--- src/rtl/core/dcfp_pkg.sv ---
`timescale 1ns / 1ps

package dcfp_pkg;

    localparam logic [7:0] OPEN_MARK  = 8'h3C;
    localparam logic [7:0] CLOSE_MARK = 8'h3E;

    localparam logic FUNC_BYTE    = 1'b0;
    localparam logic FUNC_RELEASE = 1'b1;

    typedef enum logic [2:0] {
        PH_HUNT   = 3'd0,
        PH_CODE   = 3'd1,
        PH_SIZE_L = 3'd2,
        PH_SIZE_H = 3'd3,
        PH_DATA   = 3'd4,
        PH_CLOSE  = 3'd5,
        PH_DONE   = 3'd6
    } phase_t;

    typedef enum logic [1:0] {
        KIND_OTHER   = 2'd0,
        KIND_OPEN    = 2'd1,
        KIND_CLOSE   = 2'd2,
        KIND_RELEASE = 2'd3
    } item_kind_t;

    typedef struct packed {
        item_kind_t kind;
        logic [7:0] data;
    } item_t;

    typedef struct packed {
        logic [2:0]  phase;
        logic        accepted;
        logic        payload_valid;
        logic [7:0]  payload_data;
        logic [15:0] payload_index;
        logic        frame_done;
        logic [7:0]  command_code;
        logic [15:0] command_length;
    } result_t;

endpackage

--- src/rtl/core/dcfp_if.sv ---
`timescale 1ns / 1ps

interface dcfp_item_if;
    logic       valid;
    logic       ready;
    logic       func;
    logic [7:0] rx_byte;

    modport source (output valid, func, rx_byte, input ready);
    modport sink (input valid, func, rx_byte, output ready);
endinterface

interface dcfp_result_if;
    logic        valid;
    logic        ready;
    logic [2:0]  phase;
    logic        accepted;
    logic        payload_valid;
    logic [7:0]  payload_data;
    logic [15:0] payload_index;
    logic        frame_done;
    logic [7:0]  command_code;
    logic [15:0] command_length;

    modport source (output valid, phase, accepted, payload_valid, payload_data,
                    payload_index, frame_done, command_code, command_length,
                    input ready);
    modport sink (input valid, phase, accepted, payload_valid, payload_data,
                  payload_index, frame_done, command_code, command_length,
                  output ready);
endinterface

--- src/rtl/core/dcfp_front.sv ---
`timescale 1ns / 1ps

module dcfp_front (
    dcfp_item_if.sink     rx,
    input  logic          push_ready,
    output logic          push_valid,
    output dcfp_pkg::item_t push_item
);
    import dcfp_pkg::*;

    assign rx.ready   = push_ready;
    assign push_valid = rx.valid;

    // tag each transaction so the back end only checks a small kind code
    always_comb
    begin
        push_item.data = rx.rx_byte;
        if (rx.func == FUNC_RELEASE)
        begin
            push_item.kind = KIND_RELEASE;
        end
        else if (rx.rx_byte == OPEN_MARK)
        begin
            push_item.kind = KIND_OPEN;
        end
        else if (rx.rx_byte == CLOSE_MARK)
        begin
            push_item.kind = KIND_CLOSE;
        end
        else
        begin
            push_item.kind = KIND_OTHER;
        end
    end

endmodule

--- src/rtl/core/dcfp_queue.sv ---
`timescale 1ns / 1ps

module dcfp_queue #(
    parameter int DEPTH = 2
) (
    input  logic                       clk,
    input  logic                       rst_n,
    input  logic                       push_valid,
    input  dcfp_pkg::item_t            push_item,
    output logic                       push_ready,
    output logic                       pop_valid,
    output dcfp_pkg::item_t            pop_item,
    input  logic                       pop_ready,
    output logic [$clog2(DEPTH+1)-1:0] count
);
    import dcfp_pkg::*;

    localparam int PtrW = (DEPTH > 1) ? $clog2(DEPTH) : 1;
    localparam int CntW = $clog2(DEPTH + 1);

    item_t            entry_reg [DEPTH];
    logic [PtrW-1:0]  wr_ptr_reg, wr_ptr_next;
    logic [PtrW-1:0]  rd_ptr_reg, rd_ptr_next;
    logic [CntW-1:0]  count_reg, count_next;
    logic             do_push, do_pop;

    assign push_ready = (count_reg != CntW'(DEPTH));
    assign pop_valid  = (count_reg != '0);
    assign pop_item   = entry_reg[rd_ptr_reg];
    assign count      = count_reg;
    assign do_push    = push_valid && push_ready;
    assign do_pop     = pop_valid && pop_ready;

    always_comb
    begin
        wr_ptr_next = wr_ptr_reg;
        rd_ptr_next = rd_ptr_reg;
        count_next  = count_reg;
        if (do_push)
        begin
            wr_ptr_next = (wr_ptr_reg == PtrW'(DEPTH - 1)) ? '0 : wr_ptr_reg + 1'b1;
        end
        if (do_pop)
        begin
            rd_ptr_next = (rd_ptr_reg == PtrW'(DEPTH - 1)) ? '0 : rd_ptr_reg + 1'b1;
        end
        if (do_push && !do_pop)
        begin
            count_next = count_reg + 1'b1;
        end
        else if (!do_push && do_pop)
        begin
            count_next = count_reg - 1'b1;
        end
    end

    always_ff @(posedge clk or negedge rst_n)
    begin
        if (!rst_n)
        begin
            wr_ptr_reg <= '0;
            rd_ptr_reg <= '0;
            count_reg  <= '0;
        end
        else
        begin
            wr_ptr_reg <= wr_ptr_next;
            rd_ptr_reg <= rd_ptr_next;
            count_reg  <= count_next;
        end
    end

    always_ff @(posedge clk)
    begin
        if (do_push)
        begin
            entry_reg[wr_ptr_reg] <= push_item;
        end
    end

endmodule

--- src/rtl/core/dcfp_back.sv ---
`timescale 1ns / 1ps

module dcfp_back (
    input  logic              clk,
    input  logic              rst_n,
    input  logic              pop_valid,
    input  dcfp_pkg::item_t   pop_item,
    output logic              pop_ready,
    dcfp_result_if.source     res
);
    import dcfp_pkg::*;

    phase_t      phase_reg, phase_next;
    logic [7:0]  code_reg, code_next;
    logic [15:0] length_reg, length_next;
    logic [15:0] taken_reg, taken_next;
    logic [15:0] size_full;
    logic [15:0] taken_inc;
    logic        step;

    result_t     result_reg, result_next;
    logic        res_valid_reg;

    // output register frees up when empty or being drained this cycle
    assign pop_ready = !res_valid_reg || res.ready;
    assign step      = pop_valid && pop_ready;
    assign size_full = {pop_item.data, length_reg[7:0]};
    assign taken_inc = taken_reg + 16'd1;

    // next state
    always_comb
    begin
        phase_next  = phase_reg;
        code_next   = code_reg;
        length_next = length_reg;
        taken_next  = taken_reg;
        if (pop_item.kind == KIND_RELEASE)
        begin
            phase_next = PH_HUNT;
            taken_next = '0;
        end
        else
        begin
            unique case (phase_reg)
                PH_CODE:
                begin
                    code_next  = pop_item.data;
                    phase_next = PH_SIZE_L;
                end
                PH_SIZE_L:
                begin
                    length_next = {8'd0, pop_item.data};
                    phase_next  = PH_SIZE_H;
                end
                PH_SIZE_H:
                begin
                    length_next = size_full;
                    taken_next  = '0;
                    phase_next  = (size_full == 16'd0) ? PH_CLOSE : PH_DATA;
                end
                PH_DATA:
                begin
                    taken_next = taken_inc;
                    if (taken_inc == length_reg)
                    begin
                        phase_next = PH_CLOSE;
                    end
                end
                PH_CLOSE:
                begin
                    if (pop_item.kind == KIND_CLOSE)
                    begin
                        phase_next = PH_DONE;
                    end
                end
                PH_DONE:
                begin
                    phase_next = PH_DONE;
                end
                default:
                begin
                    // hunt, and the unused code that behaves as hunt
                    if (pop_item.kind == KIND_OPEN)
                    begin
                        code_next   = '0;
                        length_next = '0;
                        taken_next  = '0;
                        phase_next  = PH_CODE;
                    end
                    else
                    begin
                        phase_next = PH_HUNT;
                    end
                end
            endcase
        end
    end

    // outputs
    always_comb
    begin
        result_next                = '0;
        result_next.phase          = phase_next;
        result_next.command_code   = code_next;
        result_next.command_length = length_next;
        if (pop_item.kind != KIND_RELEASE)
        begin
            unique case (phase_reg)
                PH_DATA:
                begin
                    result_next.accepted      = 1'b1;
                    result_next.payload_valid = 1'b1;
                    result_next.payload_data  = pop_item.data;
                    result_next.payload_index = taken_reg;
                end
                PH_CLOSE:
                begin
                    result_next.accepted   = 1'b1;
                    result_next.frame_done = (pop_item.kind == KIND_CLOSE);
                end
                PH_DONE:
                begin
                    result_next.accepted = 1'b0;
                end
                default:
                begin
                    result_next.accepted = 1'b1;
                end
            endcase
        end
    end

    always_ff @(posedge clk or negedge rst_n)
    begin
        if (!rst_n)
        begin
            phase_reg     <= PH_HUNT;
            code_reg      <= '0;
            length_reg    <= '0;
            taken_reg     <= '0;
            res_valid_reg <= 1'b0;
        end
        else
        begin
            if (step)
            begin
                phase_reg  <= phase_next;
                code_reg   <= code_next;
                length_reg <= length_next;
                taken_reg  <= taken_next;
            end
            if (pop_ready)
            begin
                res_valid_reg <= pop_valid;
            end
        end
    end

    always_ff @(posedge clk)
    begin
        if (step)
        begin
            result_reg <= result_next;
        end
    end

    assign res.valid          = res_valid_reg;
    assign res.phase          = result_reg.phase;
    assign res.accepted       = result_reg.accepted;
    assign res.payload_valid  = result_reg.payload_valid;
    assign res.payload_data   = result_reg.payload_data;
    assign res.payload_index  = result_reg.payload_index;
    assign res.frame_done     = result_reg.frame_done;
    assign res.command_code   = result_reg.command_code;
    assign res.command_length = result_reg.command_length;

endmodule

--- src/rtl/core/delimited_command_frame_parser_unit.sv ---
`timescale 1ns / 1ps

// Streaming parser for frames of the form '<' code size_lo size_hi payload '>'.
// Each input transaction (a byte, or a release) yields exactly one result
// transaction carrying the phase after that byte, the payload byte and its
// index when it is one, and the frame's command code and length. One
// transaction is taken per cycle while the queue has room; a byte goes
// through the classifier into a QUEUE_DEPTH-entry queue, and the parse
// state machine registers its result in the output register as the byte
// leaves the queue. The back end updates its state once per transaction,
// so that state machine sets the sustained rate of one transaction per
// clock while the result side keeps taking. Once a frame is complete,
// bytes are answered with accepted = 0 until a release arrives.

module delimited_command_frame_parser_unit #(
    parameter int QUEUE_DEPTH = 2
) (
    input  logic          clk,
    input  logic          rst_n,
    dcfp_item_if.sink     rx,
    dcfp_result_if.source res
);
    import dcfp_pkg::*;

    localparam int CntW = $clog2(QUEUE_DEPTH + 1);

    logic            push_valid, push_ready;
    item_t           push_item;
    logic            pop_valid, pop_ready;
    item_t           pop_item;
    logic [CntW-1:0] queue_count;

    dcfp_front u_front (
        .rx         (rx),
        .push_ready (push_ready),
        .push_valid (push_valid),
        .push_item  (push_item)
    );

    dcfp_queue #(
        .DEPTH (QUEUE_DEPTH)
    ) u_queue (
        .clk        (clk),
        .rst_n      (rst_n),
        .push_valid (push_valid),
        .push_item  (push_item),
        .push_ready (push_ready),
        .pop_valid  (pop_valid),
        .pop_item   (pop_item),
        .pop_ready  (pop_ready),
        .count      (queue_count)
    );

    dcfp_back u_back (
        .clk       (clk),
        .rst_n     (rst_n),
        .pop_valid (pop_valid),
        .pop_item  (pop_item),
        .pop_ready (pop_ready),
        .res       (res)
    );

    a_queue_bound : assert property (@(posedge clk) disable iff (!rst_n)
        queue_count <= CntW'(QUEUE_DEPTH))
        else $error("queue count exceeds depth");

    a_payload_accepted : assert property (@(posedge clk) disable iff (!rst_n)
        res.valid && res.payload_valid |->
            res.accepted && (res.phase == PH_DATA || res.phase == PH_CLOSE))
        else $error("payload byte without acceptance or in wrong phase");

    a_done_phase : assert property (@(posedge clk) disable iff (!rst_n)
        res.valid && res.frame_done |-> res.accepted && res.phase == PH_DONE)
        else $error("frame done reported outside complete phase");

    a_refused_done : assert property (@(posedge clk) disable iff (!rst_n)
        res.valid && !res.accepted && !res.frame_done |->
            !res.payload_valid && (res.phase == PH_DONE || res.phase == PH_HUNT))
        else $error("refused transaction left an unexpected phase");

endmodule
--- src/flat_wrapper.sv ---
// flat-port wrapper written by rule: the top's interface ports become plain ports
module delimited_command_frame_parser_unit_flat import dcfp_pkg::*;
#(
    parameter int QUEUE_DEPTH = 2
)
  (clk, rst_n, rx_valid, rx_func, rx_rx_byte, rx_ready, res_valid, res_phase, res_accepted, res_payload_valid, res_payload_data, res_payload_index, res_frame_done, res_command_code, res_command_length, res_ready);
  dcfp_item_if rx_i ();
  dcfp_result_if res_i ();
  input  logic clk;
  input  logic rst_n;
  input wire logic [$bits(rx_i.valid)-1:0] rx_valid;
  input wire logic [$bits(rx_i.func)-1:0] rx_func;
  input wire logic [$bits(rx_i.rx_byte)-1:0] rx_rx_byte;
  output wire logic [$bits(rx_i.ready)-1:0] rx_ready;
  output wire logic [$bits(res_i.valid)-1:0] res_valid;
  output wire logic [$bits(res_i.phase)-1:0] res_phase;
  output wire logic [$bits(res_i.accepted)-1:0] res_accepted;
  output wire logic [$bits(res_i.payload_valid)-1:0] res_payload_valid;
  output wire logic [$bits(res_i.payload_data)-1:0] res_payload_data;
  output wire logic [$bits(res_i.payload_index)-1:0] res_payload_index;
  output wire logic [$bits(res_i.frame_done)-1:0] res_frame_done;
  output wire logic [$bits(res_i.command_code)-1:0] res_command_code;
  output wire logic [$bits(res_i.command_length)-1:0] res_command_length;
  input wire logic [$bits(res_i.ready)-1:0] res_ready;
  assign rx_i.valid = rx_valid;
  assign rx_i.func = rx_func;
  assign rx_i.rx_byte = rx_rx_byte;
  assign rx_ready = rx_i.ready;
  assign res_valid = res_i.valid;
  assign res_phase = res_i.phase;
  assign res_accepted = res_i.accepted;
  assign res_payload_valid = res_i.payload_valid;
  assign res_payload_data = res_i.payload_data;
  assign res_payload_index = res_i.payload_index;
  assign res_frame_done = res_i.frame_done;
  assign res_command_code = res_i.command_code;
  assign res_command_length = res_i.command_length;
  assign res_i.ready = res_ready;
  delimited_command_frame_parser_unit #(.QUEUE_DEPTH(QUEUE_DEPTH)) u_core (.clk(clk), .rst_n(rst_n), .rx(rx_i), .res(res_i));
endmodule
--- config.mk ---
export PLATFORM = sky130hd
export DESIGN_NAME = delimited_command_frame_parser_unit_flat
export DESIGN_NICKNAME = d
export VERILOG_FILES = /design/src/rtl/core/dcfp_pkg.sv /design/src/rtl/core/dcfp_if.sv /design/src/rtl/core/dcfp_front.sv /design/src/rtl/core/dcfp_queue.sv /design/src/rtl/core/dcfp_back.sv /design/src/rtl/core/delimited_command_frame_parser_unit.sv /design/src/flat_wrapper.sv
export SDC_FILE = /design/constraint.sdc
export NUM_CORES = 1
export LEC_CHECK = 0
export ABC_CLOCK_PERIOD_IN_PS = 4600
export BUFFER_PORTS_ARGS = -buffer_cell sky130_fd_sc_hd__buf_2
export CAP_MARGIN = 15
export CORE_AREA = 2 2 108 110
export DETAILED_ROUTE_END_ITERATION = 8
export DIE_AREA = 0 0 110 112
export HOLD_SLACK_MARGIN = 0.12
export MAX_ROUTING_LAYER = met4
export PLACE_DENSITY = 0.73
export SKIP_LAST_GASP = 1
export SYNTH_ARGS = -nofsm -noshare
export SYNTH_HDL_FRONTEND = slang
export SYNTH_HIERARCHICAL = 1
export SYNTH_SLANG_ARGS = --single-unit
--- constraint.sdc ---
create_clock -name clk -period 4.6 [get_ports clk]
set_clock_uncertainty 0.15 [all_clocks]
set_input_delay 0.46 -clock clk [delete_from_list [all_inputs] [get_ports clk]]
set_output_delay 0.46 -clock clk [all_outputs]
set_load 0.1 [all_outputs]
==> impl_metrics.yaml <==
setup_path:
  cp_cell_sequence: "mux2_2 -> nand2_1 -> nand2b_1 -> inv_2 -> nand3_2 -> or3_1 -> o21ai_0"
  reg2reg_to: "u_core/u_back/taken_reg[4]"
  crit_required_ns: 4.78
  path_delay_family: "simple AND/OR/NAND/NOR gates"
  crit_cells: 7
  r2r_start: "u_core/u_queue/rd_ptr_reg"
  worst-path-max-fanout: 18
  worstSetupStartpointType: "register"
  critPathKind: "reg2reg"
  ff2ff_setup_slack_ns: 1.45
  crit_start: "u_core/u_queue/rd_ptr_reg"
  arrival_ns: 3.33
  rr_worst_depth: 7
  cp_slowest_cell: "dfrtp_1"
  cpPeakStageDelay_ns: 0.62
  path_buf_inv: 1
  cp-endpoint: "u_core/u_back/taken_reg[4]"
  end_kind: "register"
finish:
  nets: 541
  syn_to_final_growth_pct: 18.37
  largest_register_ffs: 20
  post-route-util_pct: 61.39
  fill_cells: 855
  drive_gt1_share_pct: 27.83
  mostFrequentLayoutCells: "edfxtp_1 (74), buf_2 (68), dfrtp_1 (48)"
  n_antenna_cell: 0
  instances_no_fill: 682
  final_common_cell: "edfxtp_1"
detailed_routing:
  avgRoutedWirePerCell_um: 17.78
  drc_errors: 0
  drt_first_pass_iters: 4
  drt-vias-per-instance: 5.761
  antenna_left: 0
  first_iter_violations: 278
  drt-total-wl_mm: 12.13
  vias: 3929
synth:
  synth_nets: 479
  ys.flop_type: "edfxtp_1"
  async_flop_share_pct: 39.34
  ys_warn_count: 6
  synthTopCellsByArea: "edfxtp_1 (38%), dfrtp_1 (21%), mux2_2 (5.2%)"
  synth-edff-count: 74
  synthCells: 464
  syn_area_um2: 5796
  ys_seq_area_share_pct: 59.07
  synth_top_area_share_pct: 38.34
  ys_types: 61
  synth.largest_area_cell: "edfxtp_1"
  ys_ff_latch: 122
  syn_avg_cell_area_um2: 12.49
place:
  hpwl_mm: 7.805
  pre_cts_slack_ns: 1.503
  routabilityCongestion: 0.8339
  dpl.cell_count: 641
  io_buffers: 68
floorplanning:
  io_pins: 69
  core.rowCount: 39
  start_util_pct: 51.86
  die_h_um: 112
  core_um2: 11170
  design.die.area_um2: 12320
  die-width_um: 110
global_routing:
  use_met2_pct: 31.29
  grt_max_degree: 76
  grt_pass1_wl_mm: 19.42
  track_usage_pct: 21.77
  overflow: 0
  grtUsageMet1_pct: 29.41
  grt_busiest_layer: "met2"
  antenna_found_initial: 0
  use_met3_pct: 5.738
  grt_pass1_vias: 3752
clocking:
  cts_tree: "built"
  clk_latency_ns: 0.41
  cts_setup_buffers: 0
  cts_buffers: 17
  h-tree-depth: 4
  cts-root-buf: "clkbuf_16"
  clock_sinks: 122
  cts_buffer_depth: 2
  clkTransAtPathRegs_ns: 0.06
min_path:
  hp-class: "in2reg"
  min_from: "rx_valid"
  whs_path_depth: 3
sta:
  fin_ws_ns: 1.455
  setup_tns_ns: 0
  maxSlewHeadroom_pct: 38.02
  rsz0062_at_grt: "false"
  finalSetupViolCount: 0
  fin_crit_sh_pct: 68.38
  final.min_clock_period_ns: 3.145
  fmax_mhz: 317.9
  tightest_slew_ns: 0.9297
  slew_violations: 0
  finalHoldViolations: 0
outcome:
  status: "finished, final reports clean"
flow_run:
  maxCapViolations: 0
[worst min-delay path: stages]
cell	delay, ns
buf_2	0.10
nand2_1	0.10
xnor2_1	0.08
[metrics by stage]
stage | cell area (µm²) | hold WS, ns
2_1_floorplan | 5796 | 0.01441
6_report | 6860 | 0.2231
5_1_grt | 6860 | 0.2157
4_1_cts | 6860 | 0.2086
3_3_place_gp | 6128 | 0.3283
3_5_place_dp | 6128 | 0.3474
[cell type report]
cell class / count / area, µm² / area share [%]
inverters: 7 / 26.28 / 0.3830
multi-input cells: 299 / 2145 / 31.26
well taps: 143 / 178.9 / 2.608
clock inverters: 13 / 188.9 / 2.754
flip-flops and latches: 122 / 3423 / 49.90
clock buffers: 19 / 452.9 / 6.602
repair buffers: 79 / 445.4 / 6.493
[cell usage after synthesis, types with 6 or more instances]
master    count
nand2_1      27
buf_4        14
a22o_1       32
mux2_2       27
dfrtp_1      48
nor2b_1      13
clkbuf_1     12
a21oi_1      10
and2_1       23
inv_1         6
nor3_1        9
nor2_1       30
edfxtp_1     74
xor2_1        9
xnor2_1      17
o21ai_0      29
[what timing repair did]
action	4_1_cts	5_1_grt
hold endpoints to repair	64	0
hold buffers	9	0
resized for setup	0	0
[worst min-delay path by stage]
stage,endpoint
after floorplan,u_core/u_back/code_reg[0]
after global placement,u_core/u_queue/wr_ptr_reg
after detailed placement,u_core/u_back/code_reg[5]
after CTS,u_core/u_queue/entry_reg[1][9]
after global routing,u_core/u_queue/entry_reg[1][9]
final,u_core/u_queue/wr_ptr_reg
[logic make-up after synthesis]
family / Yosys count / synth area share [%]
and+or+nand+nor: 149 / 15.37
xor gates and xnor gates: 26 / 3.929
adders and majority gates: 2 / 0.4317
muxes: 27 / 5.246
buffers and inverters: 43 / 3.929
AOI/OAI and AO/OA: 95 / 12.03
DFF: 122 / 59.07
[per-layer routing]
metal / wire length (µm) / vias up
met1: 5381 / 1922
met3: 723 / 28
li1: - / 1828
met2: 5738 / 151
met4: 283 / 0
met5: 0 / -
Power is not shown: default switching activity piles up to over one toggle a cycle in this logic, so the estimate is an artifact.
